File: src/hdl/tqbw_pkg.sv
// Shared package for the transfer queue byte window unit.
// Holds entry state codes, operation codes and the controller/datapath link types.
// No dependencies.
`timescale 1ns / 1ps

package tqbw_pkg;

  // Per-entry state codes.
  localparam int STATE_W = 2;
  localparam logic [STATE_W-1:0] ST_NONE     = 2'd0;
  localparam logic [STATE_W-1:0] ST_PENDING  = 2'd1;
  localparam logic [STATE_W-1:0] ST_INFLIGHT = 2'd2;

  // Operation codes carried on func.
  localparam int FUNC_W = 3;
  localparam logic [FUNC_W-1:0] FN_ENQUEUE  = 3'd0;
  localparam logic [FUNC_W-1:0] FN_CLAIM    = 3'd1;
  localparam logic [FUNC_W-1:0] FN_RETURN   = 3'd2;
  localparam logic [FUNC_W-1:0] FN_PUBLISH  = 3'd3;
  localparam logic [FUNC_W-1:0] FN_COMPLETE = 3'd4;

  // Commands from the controller to the datapath.
  typedef struct packed {
    logic load;   // capture the accepted transfer
    logic exec;   // evaluate the operation and update lists
    logic link;   // write the old tail's link
    logic clear;  // clear one entry state after reset
  } ctrl_cmd_t;

  // Status from the datapath to the controller.
  typedef struct packed {
    logic need_link;   // the append found a non-empty list
    logic clear_done;  // the last entry is being cleared
  } dp_stat_t;

endpackage

File: src/hdl/tqbw_ram.sv
// Generic single-write, single-read RAM with a registered read port.
// Depends on nothing.
`timescale 1ns / 1ps

module tqbw_ram #(
  parameter int WIDTH = 8,
  parameter int DEPTH = 64,
  localparam int AW = $clog2(DEPTH)
) (
  input  logic             clk,
  input  logic             we,
  input  logic [AW-1:0]    waddr,
  input  logic [WIDTH-1:0] wdata,
  input  logic [AW-1:0]    raddr,
  output logic [WIDTH-1:0] rdata
);

  logic [WIDTH-1:0] mem [DEPTH];

  // Write port.
  always_ff @(posedge clk) begin
    if (we) begin
      mem[waddr] <= wdata;
    end
  end

  // Registered read port.
  always_ff @(posedge clk) begin
    rdata <= mem[raddr];
  end

endmodule

File: src/hdl/tqbw_ctrl.sv
// Controller for the transfer queue byte window unit.
// Sequences clear, execute and link steps; depends on tqbw_pkg.
`timescale 1ns / 1ps

module tqbw_ctrl
  import tqbw_pkg::*;
(
  input  logic       clk,
  input  logic       rst,
  input  logic       start,
  input  dp_stat_t   stat,
  output ctrl_cmd_t  cmd,
  output logic       busy,
  output logic       done
);

  localparam logic [1:0] S_CLEAR = 2'd0;
  localparam logic [1:0] S_IDLE  = 2'd1;
  localparam logic [1:0] S_EXEC  = 2'd2;
  localparam logic [1:0] S_LINK  = 2'd3;

  logic [1:0] state;
  logic [1:0] state_next;
  logic       done_next;

  // Next state and completion of the current transfer.
  always_comb begin
    state_next = state;
    done_next  = 1'b0;
    unique case (state)
      S_CLEAR: begin
        if (stat.clear_done) begin
          state_next = S_IDLE;
        end
      end
      S_IDLE: begin
        if (start) begin
          state_next = S_EXEC;
        end
      end
      S_EXEC: begin
        if (stat.need_link) begin
          state_next = S_LINK;
        end else begin
          state_next = S_IDLE;
          done_next  = 1'b1;
        end
      end
      S_LINK: begin
        state_next = S_IDLE;
        done_next  = 1'b1;
      end
      default: begin
        state_next = S_IDLE;
      end
    endcase
  end

  // State and strobe registers; reset starts the entry clearing pass.
  always_ff @(posedge clk) begin
    if (rst) begin
      state <= S_CLEAR;
      done  <= 1'b0;
    end else begin
      state <= state_next;
      done  <= done_next;
    end
  end

  // Commands to the datapath.
  assign cmd.load  = (state == S_IDLE) && start;
  assign cmd.exec  = (state == S_EXEC);
  assign cmd.link  = (state == S_LINK);
  assign cmd.clear = (state == S_CLEAR);
  assign busy      = (state != S_IDLE);

endmodule

File: src/hdl/tqbw_datapath.sv
// Datapath for the transfer queue byte window unit: list heads and tails,
// link and entry state memories, in-flight counters and the byte window.
// Depends on tqbw_pkg and tqbw_ram.
`timescale 1ns / 1ps

module tqbw_datapath
  import tqbw_pkg::*;
#(
  parameter int MAX_ACTIONS = 64,
  parameter int BYTE_WIDTH  = 48,
  localparam int IW = $clog2(MAX_ACTIONS),
  localparam int LW = $clog2(MAX_ACTIONS + 1)
) (
  input  logic                  clk,
  input  logic                  rst,
  input  ctrl_cmd_t             cmd,
  output dp_stat_t              stat,
  input  logic                  window_bytes_we,
  input  logic [BYTE_WIDTH-1:0] window_bytes,
  input  logic [FUNC_W-1:0]     func,
  input  logic [IW-1:0]         action_id,
  input  logic                  is_background,
  input  logic [BYTE_WIDTH-1:0] object_bytes,
  output logic                  status,
  output logic [IW-1:0]         inflight_head_id,
  output logic                  inflight_head_valid,
  output logic [LW-1:0]         inflight_total,
  output logic [BYTE_WIDTH-1:0] background_bytes_out,
  output logic                  foreground_empty,
  output logic                  background_empty
);

  localparam logic [LW-1:0] NULL_LINK = LW'(MAX_ACTIONS);
  localparam logic [LW-1:0] MAX_COUNT = LW'(MAX_ACTIONS);
  localparam logic [IW-1:0] LAST_ID   = IW'(MAX_ACTIONS - 1);

  // Captured transfer.
  logic [FUNC_W-1:0]     func_q;
  logic [IW-1:0]         id_q;
  logic                  bg_q;
  logic [BYTE_WIDTH-1:0] size_q;

  // List and counter state.
  logic [LW-1:0]         head_fg, head_bg, head_fly;
  logic [LW-1:0]         tail_fg, tail_bg, tail_fly;
  logic [LW-1:0]         flight_count;
  logic [BYTE_WIDTH-1:0] flight_bytes;
  logic [BYTE_WIDTH-1:0] window_q;
  logic [IW-1:0]         clr_cnt;
  logic [IW-1:0]         link_addr;
  logic                  status_q;

  // Memory ports.
  logic [STATE_W-1:0]    st_rd;
  logic [LW-1:0]         nx_rd;
  logic                  st_wr_en, nx_wr_en;
  logic [IW-1:0]         st_waddr, nx_waddr;
  logic [STATE_W-1:0]    st_wdata;
  logic [LW-1:0]         nx_wdata;

  // Operation evaluation.
  logic                  use_fly;
  logic [LW-1:0]         op_head, op_tail, id_ext;
  logic                  head_null, tail_null, next_null;
  logic                  id_ok, is_head, admit, ok;
  logic [BYTE_WIDTH:0]   byte_sum;
  logic                  list_we;
  logic [LW-1:0]         head_new, tail_new;
  logic                  st_we, nx_we, link_req;
  logic [STATE_W-1:0]    st_wd;
  logic [LW-1:0]         nx_wd;
  logic                  cnt_inc, cnt_dec, bytes_add, bytes_sub;

  // Entry state and link memories, both read at the incoming identifier.
  tqbw_ram #(.WIDTH(STATE_W), .DEPTH(MAX_ACTIONS)) u_state_ram (
    .clk   (clk),
    .we    (st_wr_en),
    .waddr (st_waddr),
    .wdata (st_wdata),
    .raddr (action_id),
    .rdata (st_rd)
  );

  tqbw_ram #(.WIDTH(LW), .DEPTH(MAX_ACTIONS)) u_link_ram (
    .clk   (clk),
    .we    (nx_wr_en),
    .waddr (nx_waddr),
    .wdata (nx_wdata),
    .raddr (action_id),
    .rdata (nx_rd)
  );

  // Evaluate the captured operation against the selected list.
  always_comb begin
    use_fly   = (func_q == FN_PUBLISH) || (func_q == FN_COMPLETE);
    op_head   = use_fly ? head_fly : (bg_q ? head_bg : head_fg);
    op_tail   = use_fly ? tail_fly : (bg_q ? tail_bg : tail_fg);
    id_ext    = LW'(id_q);
    head_null = (op_head >= NULL_LINK);
    tail_null = (op_tail >= NULL_LINK);
    next_null = (nx_rd >= NULL_LINK);
    id_ok     = (id_ext < NULL_LINK);
    is_head   = (op_head == id_ext);
    byte_sum  = {1'b0, flight_bytes} + {1'b0, size_q};
    admit     = (window_q == '0) || (flight_bytes == '0) ||
                (byte_sum <= {1'b0, window_q});

    ok        = 1'b0;
    list_we   = 1'b0;
    head_new  = op_head;
    tail_new  = op_tail;
    st_we     = 1'b0;
    st_wd     = ST_NONE;
    nx_we     = 1'b0;
    nx_wd     = NULL_LINK;
    link_req  = 1'b0;
    cnt_inc   = 1'b0;
    cnt_dec   = 1'b0;
    bytes_add = 1'b0;
    bytes_sub = 1'b0;

    if (id_ok) begin
      unique case (func_q)
        FN_ENQUEUE, FN_PUBLISH: begin
          ok       = 1'b1;
          list_we  = 1'b1;
          head_new = tail_null ? id_ext : op_head;
          tail_new = id_ext;
          st_we    = 1'b1;
          st_wd    = use_fly ? ST_INFLIGHT : ST_PENDING;
          nx_we    = 1'b1;
          link_req = !tail_null;
          cnt_inc  = use_fly;
          bytes_add = use_fly && bg_q;
        end
        FN_CLAIM, FN_COMPLETE: begin
          ok = is_head &&
               (use_fly ? (st_rd == ST_INFLIGHT)
                        : ((st_rd == ST_PENDING) && (!bg_q || admit)));
          if (ok) begin
            list_we   = 1'b1;
            head_new  = nx_rd;
            tail_new  = next_null ? NULL_LINK : op_tail;
            st_we     = 1'b1;
            nx_we     = 1'b1;
            cnt_dec   = use_fly;
            bytes_sub = use_fly && bg_q;
          end
        end
        FN_RETURN: begin
          ok       = 1'b1;
          list_we  = 1'b1;
          head_new = id_ext;
          tail_new = head_null ? id_ext : op_tail;
          st_we    = 1'b1;
          st_wd    = ST_PENDING;
          nx_we    = 1'b1;
          nx_wd    = op_head;
        end
        default: begin
        end
      endcase
    end
  end

  assign stat.need_link  = cmd.exec && link_req;
  assign stat.clear_done = cmd.clear && (clr_cnt == LAST_ID);

  // Memory write selection: clearing pass, execute step, then tail link.
  assign st_wr_en = cmd.clear || (cmd.exec && st_we);
  assign st_waddr = cmd.clear ? clr_cnt : id_q;
  assign st_wdata = cmd.clear ? ST_NONE : st_wd;
  assign nx_wr_en = cmd.link || (cmd.exec && nx_we);
  assign nx_waddr = cmd.link ? link_addr : id_q;
  assign nx_wdata = cmd.link ? id_ext : nx_wd;

  // Transfer capture and per-operation payload registers.
  always_ff @(posedge clk) begin
    if (cmd.load) begin
      func_q <= func;
      id_q   <= action_id;
      bg_q   <= is_background;
      size_q <= object_bytes;
    end
    if (cmd.exec) begin
      status_q  <= !ok;
      link_addr <= op_tail[IW-1:0];
    end
  end

  // Control state: list pointers, counters, window and clear counter.
  always_ff @(posedge clk) begin
    if (rst) begin
      head_fg      <= NULL_LINK;
      head_bg      <= NULL_LINK;
      head_fly     <= NULL_LINK;
      tail_fg      <= NULL_LINK;
      tail_bg      <= NULL_LINK;
      tail_fly     <= NULL_LINK;
      flight_count <= '0;
      flight_bytes <= '0;
      window_q     <= '0;
      clr_cnt      <= '0;
    end else begin
      if (window_bytes_we) begin
        window_q <= window_bytes;
      end
      if (cmd.clear) begin
        clr_cnt <= clr_cnt + IW'(1);
      end
      if (cmd.exec && list_we) begin
        if (use_fly) begin
          head_fly <= head_new;
          tail_fly <= tail_new;
        end else if (bg_q) begin
          head_bg <= head_new;
          tail_bg <= tail_new;
        end else begin
          head_fg <= head_new;
          tail_fg <= tail_new;
        end
      end
      // In-flight count saturates at the table size and floors at zero.
      if (cmd.exec && cnt_inc && (flight_count < MAX_COUNT)) begin
        flight_count <= flight_count + LW'(1);
      end else if (cmd.exec && cnt_dec && (flight_count != '0)) begin
        flight_count <= flight_count - LW'(1);
      end
      // Background bytes saturate at all ones and at zero.
      if (cmd.exec && bytes_add) begin
        flight_bytes <= byte_sum[BYTE_WIDTH] ? '1 : byte_sum[BYTE_WIDTH-1:0];
      end else if (cmd.exec && bytes_sub) begin
        flight_bytes <= (size_q > flight_bytes) ? '0 : (flight_bytes - size_q);
      end
    end
  end

  // Result fields.
  assign status               = status_q;
  assign inflight_head_valid  = (head_fly < NULL_LINK);
  assign inflight_head_id     = inflight_head_valid ? head_fly[IW-1:0] : '0;
  assign inflight_total       = flight_count;
  assign background_bytes_out = flight_bytes;
  assign foreground_empty     = (head_fg >= NULL_LINK);
  assign background_empty     = (head_bg >= NULL_LINK);

endmodule

File: src/hdl/transfer_queue_byte_window_unit.sv
// Top level of the transfer queue byte window unit.
// Joins tqbw_ctrl and tqbw_datapath; depends on tqbw_pkg.
//
// Usage:
//   A transfer is accepted at a rising edge where start is high and busy is
//   low; func, action_id, is_background and object_bytes are sampled there.
//   Exactly one result follows per transfer: done is high for one cycle and
//   status plus the in-flight and pending list summary are valid in that
//   cycle. The receiver cannot stall; the result must be taken when shown.
//   After accept the unit runs an execute step, plus a link step when an
//   enqueue or publish appends behind an existing tail (the old tail's link
//   needs a second write to the link memory, which has one write port).
//   busy drops in the same cycle done rises, so a new transfer may start.
//   window_bytes is written whenever window_bytes_we is high; change it only
//   while no transfer is in progress.
//   After reset the unit clears its entry state memory one entry per cycle,
//   all MAX_ACTIONS entries, with busy held high; configuration writes are still
//   taken during that pass.
`timescale 1ns / 1ps

module transfer_queue_byte_window_unit
  import tqbw_pkg::*;
#(
  parameter int MAX_ACTIONS = 64,
  parameter int BYTE_WIDTH  = 48,
  localparam int IW = $clog2(MAX_ACTIONS),
  localparam int LW = $clog2(MAX_ACTIONS + 1)
) (
  input  logic                  clk,
  input  logic                  rst,
  input  logic                  start,
  output logic                  busy,
  output logic                  done,
  input  logic                  window_bytes_we,
  input  logic [BYTE_WIDTH-1:0] window_bytes,
  input  logic [FUNC_W-1:0]     func,
  input  logic [IW-1:0]         action_id,
  input  logic                  is_background,
  input  logic [BYTE_WIDTH-1:0] object_bytes,
  output logic                  status,
  output logic [IW-1:0]         inflight_head_id,
  output logic                  inflight_head_valid,
  output logic [LW-1:0]         inflight_total,
  output logic [BYTE_WIDTH-1:0] background_bytes_out,
  output logic                  foreground_empty,
  output logic                  background_empty
);

  ctrl_cmd_t cmd;
  dp_stat_t  stat;

  // Sequencer.
  tqbw_ctrl u_ctrl (
    .clk   (clk),
    .rst   (rst),
    .start (start),
    .stat  (stat),
    .cmd   (cmd),
    .busy  (busy),
    .done  (done)
  );

  // Lists, memories and counters.
  tqbw_datapath #(
    .MAX_ACTIONS (MAX_ACTIONS),
    .BYTE_WIDTH  (BYTE_WIDTH)
  ) u_datapath (
    .clk                  (clk),
    .rst                  (rst),
    .cmd                  (cmd),
    .stat                 (stat),
    .window_bytes_we      (window_bytes_we),
    .window_bytes         (window_bytes),
    .func                 (func),
    .action_id            (action_id),
    .is_background        (is_background),
    .object_bytes         (object_bytes),
    .status               (status),
    .inflight_head_id     (inflight_head_id),
    .inflight_head_valid  (inflight_head_valid),
    .inflight_total       (inflight_total),
    .background_bytes_out (background_bytes_out),
    .foreground_empty     (foreground_empty),
    .background_empty     (background_empty)
  );

endmodule

File: config.mk
export PLATFORM = sky130hd
export DESIGN_NAME = transfer_queue_byte_window_unit
export DESIGN_NICKNAME = d
export VERILOG_FILES = /design/src/hdl/tqbw_pkg.sv /design/src/hdl/tqbw_ram.sv /design/src/hdl/tqbw_ctrl.sv /design/src/hdl/tqbw_datapath.sv /design/src/hdl/transfer_queue_byte_window_unit.sv
export SDC_FILE = /design/constraint.sdc
export NUM_CORES = 1
export LEC_CHECK = 0
export BUFFER_PORTS_ARGS = -buffer_cell sky130_fd_sc_hd__clkbuf_2
export CAP_MARGIN = 5
export CELL_PAD_IN_SITES_DETAIL_PLACEMENT = 0
export CELL_PAD_IN_SITES_GLOBAL_PLACEMENT = 1
export CORE_MARGIN = 3
export CORE_UTILIZATION = 25
export CTS_CLUSTER_DIAMETER = 100
export DETAILED_ROUTE_END_ITERATION = 8
export PLACE_DENSITY_LB_ADDON = 0.1
export SLEW_MARGIN = 40
export SYNTH_ARGS = -nofsm -noshare
export SYNTH_HDL_FRONTEND = slang
export SYNTH_SLANG_ARGS = --single-unit
File: constraint.sdc
create_clock -name clk -period 8.5 [get_ports clk]
set_input_delay 0.85 -clock clk [delete_from_list [all_inputs] [get_ports clk]]
set_output_delay 0.85 -clock clk [all_outputs]
set_load 0.01 [all_outputs]
# Yosys cells after proc, flatten, opt, wreduce, memory -nomap -nowiden
# Memory sizes are Yosys's and may differ from the RTL's. A register that Yosys moved wholly into a read port is not among the register bits.
# Cells that the tools add are included.
[totals]
input_bits = 110
reg_bits = 219
mem_count = 2
ram_bits = 576
elab_cells = 132
[classes]
n_mux = 46
bitwise_logic = 2
n_eq_ne = 14
reduce_logical = 36
n_lt_le_gt_ge = 9
n_addsub = 5
[memory_table]
columns = ["name", "words", "width", "read_ports", "rd_clocked_by_memory_dff", "wr", "line", "rtl"]
rows = [
  ["u_datapath.u_link_ram.mem", 64, 7, 1, 1, 1, "tqbw_ram.sv:18", "logic [WIDTH-1:0] mem [DEPTH];"],
  ["u_datapath.u_state_ram.mem", 64, 2, 1, 1, 1, "tqbw_ram.sv:18", ""],
]
[ops]
columns = ["cell", "count"]
rows = [
  ["two-way mux 48 bit", 4],
  ["logical NOT 48 bit", 2],
  ["two-way mux 7 bit", 13],
  ["adder 48 x 48 -> 49 bit", 1],
  ["less-or-equal comparator 49 x 48 -> 1 bit", 1],
  ["greater-than comparator 48 bit", 1],
  ["subtractor 48 bit", 1],
  ["one-hot mux 7 bit (3 select lines)", 2],
  [">= comparator 7 bit, second input constant", 5],
  ["two-way mux 6 bit", 3],
  ["< comparator 7 bit, second input constant", 2],
  ["two-way mux 1 bit", 14],
  ["logical AND 1 bit", 13],
  ["two-way mux 2 bit", 5],
  ["one-hot mux 2 bit (4 select lines)", 1],
  ["adder 7 x 1 -> 7 bit, second input constant", 1],
  ["== test 7 x 6 -> 1 bit", 1],
  ["nonzero test 7 bit", 1],
  ["subtractor 7 x 1 -> 7 bit, second input constant", 1],
  ["adder 6 x 1 -> 6 bit, second input constant", 1],
  ["== test 2 bit, second input constant", 3],
  ["== test 3 x 2 -> 1 bit, second input constant", 2],
  ["== test 6 bit, second input constant", 1],
  ["logical OR 1 bit", 6],
  ["16 further kinds", 27],
]

# Logic depth before layout (Yosys ltp)
# Gate-level depths: netlist of the first run.
[logic_depth]
word_depth = 13
ltp_mapped = 26
depth_no_buf = 23

# By module
# Synthesis of the first run repeated with hierarchy kept, for this count alone.
[unflattened]
hier_cells = 3188
area_unflattened_um2 = 39808.2
[by_module_without_submodules]
columns = ["mod", "area_each_um2", "cells_each", "instances"]
rows = [
  ["tqbw_ram (u_datapath.u_link_ram)", 17635.7, 827, 1],
  ["tqbw_datapath", 16567.1, 2012, 1],
  ["tqbw_ram (u_datapath.u_state_ram)", 5397.7, 324, 1],
  ["tqbw_ctrl", 207.7, 25, 1],
]

# Worst setup path before layout of the first run
# OpenSTA, ideal clock, no wires.
[synth_path]
path_type = "register to register"
startpoint = "register u_datapath.flight_bytes[5] (netlist: u_datapath.background_bytes_out[5])"
endpoint = "memory u_datapath.u_link_ram.mem[0][0] (netlist bit), enable pin"
setup_time_ns = 0.373
arrival_ns = 5.966
path_slack_ns = 2.161
path_stages_with_launch = 24
t_required_ns = 8.127
path_buffers = 3
synth_period_minus_slack_ns = 6.339
cell_sequence = "dfxtp_1 > ha_1 > buf_2 > nor3b_1 > or4_1 > a2111oi_0 > o311ai_0 > a211oi_1 > o21a_1 > o211ai_1 > and3_1 > or2_2 > ha_1 > a21o_1 > a2111oi_0 > o21ai_0 > a21oi_1 > a21oi_1 > or3b_1 > clkbuf_1 > o22ai_4 > buf_6 > nand4b_4 > a21oi_1"
[synth_between]
elab_chain_len = 13
word_cells_on_any_way = 15
classes_between = "1 x add/sub; 1 x order compare; 5 x mux; 8 x reduce/logical"
[synth_rtl]
columns = ["item", "line", "rtl"]
rows = [
  ["start: declaration", "tqbw_datapath.sv:47", "logic [BYTE_WIDTH-1:0] flight_bytes;"],
  ["start signal: assignment", "tqbw_datapath.sv:231", "flight_bytes <= byte_sum[BYTE_WIDTH] ? '1 : byte_sum[BYTE_WIDTH-1:0];"],
  ["start signal: assignment", "tqbw_datapath.sv:233", "flight_bytes <= (size_q > flight_bytes) ? '0 : (flight_bytes - size_q);"],
  ["adder 48 x 48 -> 49 bit / logical NOT 48 bit (equally long branches)", "tqbw_datapath.sv:104, tqbw_datapath.sv:105", ""],
  ["less-or-equal comparator 49 x 48 -> 1 bit / logical OR 1 bit (equally long branches)", "tqbw_datapath.sv:106, tqbw_datapath.sv:105", ""],
  ["logical OR 1 bit (*)", "tqbw_datapath.sv:105", "admit = (window_q == '0) || (flight_bytes == '0) ||"],
  ["logical OR 1 bit (*)", "tqbw_datapath.sv:139", ": ((st_rd == ST_PENDING) && (!bg_q || admit)));"],
  ["logical AND 1 bit (*)", "tqbw_datapath.sv:139", ""],
  ["two-way mux 1 bit (*)", "tqbw_datapath.sv:138", "(use_fly ? (st_rd == ST_INFLIGHT)"],
  ["logical AND 1 bit (*)", "tqbw_datapath.sv:137", "ok = is_head &&"],
  ["two-way mux 1 bit (*)", "tqbw_datapath.sv:140", "if (ok) begin"],
  ["one-hot mux 1 bit (2 select lines) (*)", "tqbw_datapath.sv:123", "unique case (func_q)"],
  ["logical AND 1 bit (*)", "tqbw_datapath.sv:173", "assign nx_wr_en = cmd.link || (cmd.exec && nx_we);"],
  ["logical OR 1 bit (*)", "tqbw_datapath.sv:173", ""],
  ["two-way mux 1 bit (*)", "tqbw_ram.sv:22", "if (we) begin"],
  ["two-way mux 1 bit (implied by the code) (*)", "tqbw_ram.sv:23", "mem[waddr] <= wdata;"],
  ["end: declaration", "tqbw_ram.sv:18", ""],
]
# Every way passes the cells marked *; elsewhere a longest branch is shown, timed or not.

# Final worst setup path of the first run
[layout_path]
startpoint = "register u_datapath.size_q[5]"
endpoint = "memory u_datapath.u_state_ram.mem[47][1] (netlist bit), enable pin"
[layout_between]
elab_chain_len = 13
[layout_rtl]
columns = ["item", "line", "rtl"]
rows = [
  ["start: declaration", "tqbw_datapath.sv:41", "logic [BYTE_WIDTH-1:0] size_q;"],
  ["start signal: assignment", "tqbw_datapath.sv:183", "size_q <= object_bytes;"],
  ["adder 48 x 48 -> 49 bit", "tqbw_datapath.sv:104", "byte_sum = {1'b0, flight_bytes} + {1'b0, size_q};"],
  ["less-or-equal comparator 49 x 48 -> 1 bit", "tqbw_datapath.sv:106", "(byte_sum <= {1'b0, window_q});"],
  ["logical OR 1 bit", "tqbw_datapath.sv:105", ""],
  ["logical OR 1 bit", "tqbw_datapath.sv:139", ""],
  ["logical AND 1 bit", "tqbw_datapath.sv:139", ""],
  ["two-way mux 1 bit", "tqbw_datapath.sv:138", ""],
  ["logical AND 1 bit", "tqbw_datapath.sv:137", ""],
  ["two-way mux 1 bit", "tqbw_datapath.sv:140", ""],
  ["one-hot mux 1 bit (2 select lines)", "tqbw_datapath.sv:123", ""],
  ["logical AND 1 bit", "tqbw_datapath.sv:170", "assign st_wr_en = cmd.clear || (cmd.exec && st_we);"],
  ["logical OR 1 bit", "tqbw_datapath.sv:170", ""],
  ["two-way mux 1 bit", "tqbw_ram.sv:22", ""],
  ["two-way mux 1 bit (implied by the code)", "tqbw_ram.sv:23", ""],
  ["end: declaration", "tqbw_ram.sv:18", ""],
]
# No other way between the ends.

==> impl_metrics.ini, run 1 <==
[detailed_routing]
drtAntennaViolNets = 0
avgViaCountPerCell = 5.11
drt-pass1-iter-count = 5
wl_um = 150000
vias = 28000
routedWlPerCell_um = 27.4
drtIter0Drc = 2174
drc = 0

[critical_path]
crit_family = compound AO/OA/AOI/OAI gates
worstPathArrival_ns = 8.00
critPathMaxFanout = 10
critPathBufInv = 3
endpoint_kind = register
crit_path_top_delay_cell = a2111oi_0
slowest_delay_ns = 0.54
cpMostUsedCell = a21oi_1
crit_required_ns = 8.89
path_cells = inv_1, ha_1, nor3b_1, or4_1, a2111oi_0, o311ai_0, buf_4, a211oi_1, o2111ai_1, and2_1, o21ai_0, xnor2_1, ha_1, a21o_1, a2111oi_0, o21ai_0, a21oi_1, a21oi_1, or3b_1, o22ai_4, buf_12, nand4_1, a21oi_1
start_kind = register
crit_type = reg -> reg

[pwr]
seqPwrFrac_pct = 48.4
p_int_uw = 6830
powerDensity_mw_per_mm2 = 186
p_sw_uw = 1940
p_comb_share_pct = 3.8
power_frac_clock_pct = 47.8
ir_worst_vdd_mv = 0.157
switching_share_pct = 22.1
p_leak_uw = 0.0165

[clock_network]
hold_buffers = 0
clkLatencyLatePin_ns = 0.73
clk_path_buf_depth = 3
cts_buffers = 93
cts_htree_levels = 3
clockRootBuffer = clkbuf_16
postCtsResizedCells = 0
cts_sinks = 804
cts_setup_buffers = 0
cts_tree = built
path_clk_slew_ns = 0.06

[run_status]
outcome = completed

[sta]
period_share_pct = 89.5
grt_setup_unrepaired = false
slew_headroom_pct = 42.5
fin_skew_ns = 0.0434
whs_ns = 0.302
layout_min_cycle_time_ns = 7.61
worst_pin_slew_ns = 0.857
setup_violations = 0
drv_slew = 0
hold_viol_final = 0
setup_tns_ns = 0
max_freq_mhz = 131

[floorplanning]
dieWidth_um = 406
coreArea_sq_mm = 0.159
fp.dieH_um = 406
io_pins = 177
rows = 146
start_util_pct = 25.2
dieArea_sq_mm = 0.165

[synthesis]
synth_edf_count = 641
synth_area_sq_mm = 0.0401
synth_xor_xnor_area_share_pct = 1.62
synth_seq_cells = 804
synth_top_family_by_area = compound AO/OA/AOI/OAI gates
ys_types = 90
syn_area_per_cell_sq_um = 12.8
synth_nets = 3401
synth_cells = 3133
synthFlopType = edfxtp_1
async_flop_share_pct = 0
synth_simple_gate_area_share_pct = 8.55
synth_compound_area_share_pct = 12.8
yosysSeqAreaShare_pct = 56.2
muxShareOfSynthArea_pct = 12.6
synth_adder_area_share_pct = 4.99
ys_warn_count = 0

[run]
cap_violations = 0

[global_routing]
grt_pass1_wl_um = 213000
grt_max_degree = 78
grt_busiest_layer = met2
grtUsageTotal_pct = 17.9
use_met1_pct = 23.1
grtUsageMet2_pct = 30.0
use_met3_pct = 3.32
antenna_found_initial = 10
grt-ovfl-total = 0
grt_pass1_vias = 28700

[cells_and_area]
layout.nets = 3580
fin_util_pct = 29.6
fill_cells = 16000
drive_gt1_share_pct = 20.2
finalNonFillerCells = 5466
area.growth.synth_to_final_pct = 17.4

[place]
hpwl_um = 105000
place_congestion = 0.861
placed_cells = 5287
port_buffers = 176

[min_path]
hp-class = in -> reg
## power by group through the flow
stage	combinational, uW	sequential, uW	clock, uW
floorplan	211	4320	0
global route	359	4250	4480
global placement	331	4330	0
detailed placement	335	4330	0
CTS	336	4250	4330
finish	332	4250	4190
## layout by cell type, fill, tap and decap left out, drive strengths merged, types with 13 or more instances in the layout
cell and count:
nor3 49, clkbuf 288, nor2b 33, xnor2 59, mux4 189, inv 165
a21oi 310, nor3b 13, or2 18, xor2 15, a211oi 27, o211ai 27
bufinv 13, clkinv 39, nand4 33, a21o 37, ha 155, o311ai 23
buf 91, o22ai 37, and3 14, o21bai 26, o31ai 14, o21ai 187
a31oi 17, and2 17, nand3 52, nor4 41, nor2 181, nand2b 18
dfxtp 163, nand2 148, edfxtp 641, mux2i 72
## cell usage after synthesis (all sizes together), types with 6 or more instances
cell     instances  share of area (%)
a2111oi          9               0.20
inv            164                1.5
nand4b          11               0.54
or3              8               0.12
nand2b          18               0.28
a21o            37               0.69
a211o           10               0.22
edfxtp         641                 48
nor3            49               0.66
ha             155                4.8
mux2             8               0.22
nand2          148                1.4
xor2            15               0.33
o21ai          187                2.4
a221o            8               0.20
and4             6               0.13
o311ai          23               0.50
dfxtp          163                8.1
nor3b           13               0.28
a221oi          12               0.26
and2            17               0.27
xnor2           59                1.3
mux2i           72                1.8
mux4           189                 11
a21boi           6               0.11
clkbuf         143                1.3
buf             35               0.37
nor2b           33               0.52
a22oi           12               0.22
and3            14               0.22
nand3           52               0.65
o211ai          27               0.51
o22ai           37               0.61
nand4           33               0.55
a211oi          27               0.51
o31ai           14               0.26
or2             18               0.28
nor4            41               0.66
o21bai          26               0.49
nor2           181                1.7
a21oi          310                3.9
a31oi           17               0.28
o21a             8               0.15
## kinds of logic after synthesis
group                    count (synthesis)
buffers and inverters                  344
AND/OR/NAND/NOR                        656
adder cells (fa/ha/maj)                158
XOR/XNOR                                74
AO/OA/AOI/OAI                          828
multiplexers                           269
flip-flops                             804
## per-stage QoR
stage / cell area (sq um) / power (uW) / setup slack (ns)
2_1_floorplan: 40100 / 4530 / 2.16
3_3_place_gp: 43600 / 4660 / 0.809
3_5_place_dp: 43800 / 4660 / 0.784
4_1_cts: 47000 / 8910 / 0.744
5_1_grt: 47100 / 9080 / 0.244
6_report: 47100 / 8770 / 0.892
## final timing paths
path / from / endpoint / slack, ns / cells past startpoint
setup / recovery: u_datapath.size_q[5]$_DFFE_PP_ / u_datapath.u_state_ram.mem[47][1]$_DFFE_PP_ / 0.89 / 23
hold reg to reg: u_datapath.head_bg[1]$_SDFFE_PP0P_ / u_datapath.head_bg[1]$_SDFFE_PP0P_ / 0.47 / 2
hold / removal: object_bytes[39] / u_datapath.size_q[39]$_DFFE_PP_ / 0.30 / 1
setup reg to reg: u_datapath.size_q[5]$_DFFE_PP_ / u_datapath.u_state_ram.mem[47][1]$_DFFE_PP_ / 0.89 / 23
## layer usage
| layer | part of all wire [%] | wire length (um) |
|---|---|---|
| met3 | 5.4 | 8070 |
| met2 | 48 | 72600 |
| met5 | 0.029 | 44 |
| met4 | 3.6 | 5380 |
| met1 | 43 | 63800 |
## cell type report
cell class                 instances  area, sq um  area share [%]
antenna                            5         12.5          0.0266
multi-input combinational       1985        16500            35.0
sequential                       804        22500            47.8
clock inverter                    55          703            1.49
clock buffer                     117         2480            5.27
inverter                         166          623            1.32
tap                             2072         2590            5.51
timing repair buffer             262         1660            3.53
## state kept, by name, summed over array words and instances (netlist names)
| signal | count |
|---|---|
| u_datapath.tail_bg | 7 |
| u_datapath.size_q | 48 |
| u_ctrl.state | 2 |
| u_datapath.window_q | 48 |
| u_datapath.head_bg | 7 |
| u_datapath.u_state_ram.rdata | 2 |
| u_datapath.func_q | 3 |
| u_datapath.u_state_ram.mem | 128 |
| u_datapath.inflight_total | 7 |
| u_ctrl.done | 1 |
| u_datapath.u_link_ram.rdata | 7 |
| u_datapath.clr_cnt | 6 |
| u_datapath.bg_q | 1 |
| u_datapath.tail_fg | 7 |
| u_datapath.link_addr | 6 |
| u_datapath.tail_fly | 7 |
| u_datapath.status | 1 |
| u_datapath.head_fg | 7 |
| u_datapath.id_q | 6 |
| u_datapath.head_fly | 7 |
| u_datapath.u_link_ram.mem | 448 |
| u_datapath.background_bytes_out | 48 |
## worst register-to-register path: stages (launching register included)
cell and delay (ns):
edfxtp_1 0.35, inv_1 0.05, ha_1 0.39, nor3b_1 0.19, or4_1 0.49, a2111oi_0 0.54, o311ai_0 0.21, buf_4 0.20
a211oi_1 0.49, o2111ai_1 0.31, and2_1 0.27, o21ai_0 0.19, xnor2_1 0.17, ha_1 0.28, a21o_1 0.18, a2111oi_0 0.41
o21ai_0 0.16, a21oi_1 0.17, a21oi_1 0.17, or3b_1 0.52, o22ai_4 0.45, buf_12 0.23, nand4_1 0.46, a21oi_1 0.41
Power figures use the tool's default switching activity.
==> run 2: changes to the inputs <==
CORE_MARGIN = unset   (was 3)
==> impl_metrics.ini, run 2 (synthesis gave the netlist of run 1 again) <==
[run_status]
outcome = completed

[floorplanning]
coreArea_sq_mm = 0.159
io_pins = 177
dieWidth_um = 402
dieArea_sq_mm = 0.162
rows = 146
fp.dieH_um = 402
start_util_pct = 25.3

[detailed_routing]
avgViaCountPerCell = 5.10
wl_um = 150000
routedWlPerCell_um = 27.6
drt-pass1-iter-count = 6
drtAntennaViolNets = 0
vias = 27800
drc = 0
drtIter0Drc = 2348

[critical_path]
rr_worst_depth = 22
crit_required_ns = 8.83
start_kind = register
worstPathArrival_ns = 8.08
crit-reg2reg-launch = u_datapath.size_q[5]$_DFFE_PP_
r2r_end = u_datapath.u_link_ram.mem[14][6]$_DFFE_PP_
crit_type = reg -> reg
critPathMaxFanout = 9
endpoint_kind = register
r2r_slack_ns = 0.76

[pwr]
ir_worst_vdd_mv = 0.174
p_leak_uw = 0.0165
powerDensity_mw_per_mm2 = 189
total_power_uw = 8920

[clock_network]
clk_path_buf_depth = 3
cts_tree = built
cts_sinks = 804
clockRootBuffer = clkbuf_16
cts_buffers = 94
path_clk_slew_ns = 0.06
cts_htree_levels = 3
clkLatencyLatePin_ns = 0.74

[cells_and_area]
largest_reg_flops = 448
finalNonFillerCells = 5443
top_regs = u_datapath.u_link_ram.mem: 448 flops, u_datapath.u_state_ram.mem: 128 flops
top_register = u_datapath.u_link_ram.mem
layout.cells.most_common = edfxtp_1
fill_cells = 16000
final_cell_mix = edfxtp_1 (641), a21oi_1 (305), mux4_2 (189)
layout.nets = 3561
fin_util_pct = 29.7
area.growth.synth_to_final_pct = 17.5
drive_gt1_share_pct = 20.4

[sta]
max_freq_mhz = 129
period_share_pct = 91.1
layout_min_cycle_time_ns = 7.74
worst_pin_slew_ns = 0.883
grt_setup_unrepaired = false
slew_headroom_pct = 41.1
hold_viol_final = 0
setup_slack_ns = 0.756
setup_violations = 0
fin_skew_ns = 0.0660
setup_tns_ns = 0
drv_slew = 0

[place]
placed_cells = 5266
place_congestion = 0.831
post-place-ws_ns = 0.541
port_buffers = 176
hpwl_um = 105000

[global_routing]
grt_pass1_vias = 28500
grtUsageTotal_pct = 18.3
use_met1_pct = 24.0
grt_pass1_wl_um = 216000
grt_busiest_layer = met2
use_met3_pct = 3.31
grt_max_degree = 84
grtUsageMet2_pct = 31.1
grt-ovfl-total = 0
antenna_found_initial = 7

[min_path]
hp-class = in -> reg
hold_path_depth = 1
hp-start = object_bytes[17]
holdPathEnd = u_datapath.size_q[17]$_DFFE_PP_

[run]
cap_violations = 0
## run 2: cell count changes in the layout (fill, tap and decap cells not counted), moves of 3 or more
| cell | delta |
|---|---|
| a21oi_1 | -3 |
| buf_12 | -5 |
| buf_4 | -22 |
| buf_6 | +5 |
| clkbuf_1 | -7 |
| clkinv_1 | -9 |
| clkinv_4 | +5 |
| clkinvlp_4 | +8 |
| diode_2 | -4 |
| inv_6 | +3 |
## run 2: critical path, stage by stage (launching register included)
cell	delay [ns]
edfxtp_1	0.36
inv_1	0.05
ha_1	0.40
nor3b_1	0.20
or4_1	0.49
a2111oi_0	0.58
o311ai_0	0.21
buf_4	0.20
a211oi_1	0.51
o2111ai_1	0.28
and2_1	0.25
o21ai_0	0.19
xnor2_1	0.15
ha_1	0.26
a21o_1	0.18
a2111oi_0	0.43
o21ai_0	0.17
a21oi_1	0.14
a21oi_1	0.16
or3b_1	0.52
o22ai_4	0.49
nand4b_4	0.42
a21oi_1	0.72
## run 2: repair_timing
| item | in CTS | in global routing |
|---|---|---|
| buffers inserted | 0 | 3 |
| setup endpoints to repair | 0 | 72 |
| hold buffers | 0 | 0 |
| gates resized for setup | 0 | 2 |
## run 2: layout make-up
class                      instances  area (sq um)  share of cell area [%]
multi-input combinational       1985         16500                    35.1
antenna                            1          2.50                 0.00531
tap                             2072          2590                    5.50
sequential                       804         22500                    47.8
timing repair buffer             242          1500                    3.17
inverter                         166           623                    1.32
clock inverter                    62           848                    1.80
clock buffer                     111          2490                    5.28
## run 2: worst max path at each step
| stage | from | endpoint | slack, ns | depth (start not counted) |
|---|---|---|---|---|
| finish | u_datapath.size_q[5]$_DFFE_PP_ | u_datapath.u_link_ram.mem[14][6]$_DFFE_PP_ | 0.76 | 22 |
| global route | u_datapath.background_bytes_out[19]$_SDFFE_PP0P_ | u_datapath.u_link_ram.mem[31][4]$_DFFE_PP_ | 0.009 | 23 |
| CTS | u_datapath.background_bytes_out[19]$_SDFFE_PP0P_ | u_datapath.u_state_ram.mem[3][0]$_DFFE_PP_ | 0.45 | 24 |
| detailed placement | u_datapath.background_bytes_out[19]$_SDFFE_PP0P_ | u_datapath.u_state_ram.mem[35][1]$_DFFE_PP_ | 0.54 | 24 |
| global placement | u_datapath.background_bytes_out[0]$_SDFFE_PP0P_ | u_datapath.u_state_ram.mem[35][0]$_DFFE_PP_ | 0.57 | 24 |
| floorplan | u_datapath.background_bytes_out[5]$_SDFFE_PP0P_ | u_datapath.u_link_ram.mem[0][0]$_DFFE_PP_ | 2.16 | 23 |
## run 2: metal layers
| metal | wire, um | vias up | part of all wire [%] |
|---|---|---|---|
| li1 | - | 12500 | - |
| met1 | 65000 | 14300 | 43 |
| met5 | 60 | - | 0.040 |
| met2 | 73600 | 809 | 49 |
| met4 | 3880 | 8 | 2.6 |
| met3 | 7850 | 190 | 5.2 |
## run 2: per-stage QoR
stage,instance area [sq um],hold slack [ns]
floorplan,40100,0.444
global placement,43500,0.457
detailed placement,43700,0.468
CTS,47000,0.255
global route,47100,0.277
finish,47100,0.331
## run 2: power breakdown
group	leakage, uW	total (uW)	internal, uW	switching [uW]
clock	0.00159	4340	2550	1790
sequential	0.00715	4240	4220	22.2
combinational	0.00776	332	138	195
==> run 3: changes to the inputs <==
==> constraint.sdc (replaced) <==
create_clock -name clk -period 8.5 [get_ports clk]
set_input_delay 0.425 -clock clk [delete_from_list [all_inputs] [get_ports clk]]
set_output_delay 0.425 -clock clk [all_outputs]
set_load 0.01 [all_outputs]
==> impl_metrics.ini, run 3 (synthesis gave the netlist of run 1 again) <==
[sta]
slew_headroom_pct = 36.9
setup_violations = 0
fin_skew_ns = 0.0339
max_freq_mhz = 128
layout_min_cycle_time_ns = 7.83
period_share_pct = 92.1
grt_setup_unrepaired = true
drv_slew = 0
hold_viol_final = 0
setup_slack_ns = 0.669
worst_pin_slew_ns = 0.945
setup_tns_ns = 0

[detailed_routing]
drt-pass1-iter-count = 6
drtAntennaViolNets = 0
drc = 0
vias = 28300
wl_met3_um = 7740
route.met2.wl_um = 72800
top_layer = met5
wl_um = 150000
avgViaCountPerCell = 5.10
wl_met1_um = 65800
routedWlPerCell_um = 27.1
drtIter0Drc = 2468

[pwr]
p_sw_uw = 2010
p_leak_uw = 0.0169
power_frac_clock_pct = 47.3
powerDensity_mw_per_mm2 = 182
seqPwrFrac_pct = 48.5
p_comb_share_pct = 4.3
switching_share_pct = 22.9
p_int_uw = 6750
ir_worst_vdd_mv = 0.163
total_power_uw = 8750

[place]
place_area_sq_mm = 0.0438
place_congestion = 0.832
port_buffers = 176
hpwl_um = 105000
post-place-ws_ns = 0.514

[critical_path]
endpoint_kind = register
crit_type = reg -> reg
critPathBufInv = 2
critPathMaxFanout = 9
start_kind = register
r2r_slack_ns = 0.67
crit_family = compound AO/OA/AOI/OAI gates
crit_path_top_delay_cell = a21oi_1
path_cells = ha_1, fa_1, nor2b_1, o211ai_1, a2111oi_0, buf_4, a221o_1, o21ai_0, buf_4, and2_1, o21ai_0, a21oi_1, xor2_1, ha_1, a21oi_1, a31oi_1, a2111oi_0, o21ai_0, a21oi_1, a21oi_1, or3b_1, o22ai_4, nand4b_4, a21oi_1
worstPathArrival_ns = 8.19
cpMostUsedCell = a21oi_1
crit_required_ns = 8.86
slowest_delay_ns = 0.72

[cells_and_area]
layout.nets = 3661
drive_gt1_share_pct = 20.2
area.growth.synth_to_final_pct = 19.8
final_cell_area_sq_mm = 0.0480
layout.cells.most_common = edfxtp_1
final_cell_mix = edfxtp_1 (641), a21oi_1 (285), mux4_2 (189)
top_register = u_datapath.u_link_ram.mem
top_regs = u_datapath.u_link_ram.mem: 448 flops, u_datapath.u_state_ram.mem: 128 flops
largest_reg_flops = 448

[min_path]
hp-class = in -> reg

[floorplanning]
dieArea_sq_mm = 0.162
start_util_pct = 25.3
rows = 146
coreArea_sq_mm = 0.159
dieWidth_um = 402
io_pins = 177
fp.dieH_um = 402

[clock_network]
cts_htree_levels = 3
path_clk_slew_ns = 0.06
clockRootBuffer = clkbuf_16
cts_sinks = 804
cts_tree = built
clkLatencyLatePin_ns = 0.73
cts_buffers = 95
clk_path_buf_depth = 3

[run]
cap_violations = 0

[global_routing]
grt-ovfl-total = 0
grtUsageTotal_pct = 18.4
grt_max_degree = 84
grt_pass1_vias = 28600
antenna_found_initial = 4
grt_pass1_wl_um = 216000

[run_status]
outcome = completed
## run 3: changes by cell type in the layout (fill, tap and decap cells not counted), sizes merged
| cell | change |
|---|---|
| clkbuf | +10 |
| buf | +1 |
| bufinv | -8 |
| dlygate4sd3 | +98 |
| diode | +1 |
| clkinv | +9 |
| clkinvlp | -7 |
## run 3: path summary, 6_finish.rpt
| kind | startpoint | to | depth (start not counted) |
|---|---|---|---|
| setup / recovery | u_datapath.size_q[0]$_DFFE_PP_ | u_datapath.u_link_ram.mem[28][2]$_DFFE_PP_ | 24 |
| hold / removal | window_bytes[45] | u_datapath.window_q[45]$_SDFFE_PP0P_ | 3 |
| setup reg to reg | u_datapath.size_q[0]$_DFFE_PP_ | u_datapath.u_link_ram.mem[28][2]$_DFFE_PP_ | 24 |
| hold reg to reg | u_datapath.head_fg[1]$_SDFFE_PP0P_ | u_datapath.head_fg[1]$_SDFFE_PP0P_ | 2 |
## run 3: layout make-up
| type | instances | area, sq um |
|---|---|---|
| repair buffers | 341 | 2520 |
| multi-input cells | 1985 | 16600 |
| clock buffers | 121 | 2590 |
| flip-flops and latches | 804 | 22500 |
| diodes | 2 | 5.00 |
| clock inverters | 56 | 578 |
| inverters | 166 | 623 |
| well taps | 2072 | 2590 |
| fillers | 15900 | 111000 |
## run 3: tightest hold or removal path, stage by stage
cell and delay [ns]:
clkbuf_2 0.14, mux2i_1 0.09, nor2_1 0.10
## run 3: metal layers
metal,vias up,track usage (%)
li1,12700,-
met1,14500,24.3
met2,882,30.7
met3,199,3.13
met4,6,5.18
met5,-,0
## run 3: stage by stage
stage / hold slack [ns] / instances / utilization, %
after global placement: 0.456 / 5262 / 27.4
after detailed placement: 0.461 / 5267 / 27.6
after CTS: 0.00158 / 5542 / 30.2
after global routing: 0.0204 / 5545 / 30.3
after floorplan: 0.444 / 3133 / -
final: 0.0862 / 5547 / 30.3
## run 3: what timing repair did
action                                 4_1_cts  5_1_grt
endpoints found under the hold margin       98        0
buffers inserted                             0        3
setup endpoints to repair                    0      299
hold buffers                                98        0
gates resized for setup                      0       24
## run 3: power groups by stage
stage          Clock, uW  Sequential (uW)  Combinational, uW
6_report            4140             4240                374
5_1_grt             4400             4240                403
4_1_cts             4270             4240                382
3_5_place_dp           0             4330                343
3_3_place_gp           0             4320                336
2_1_floorplan          0             4320                211
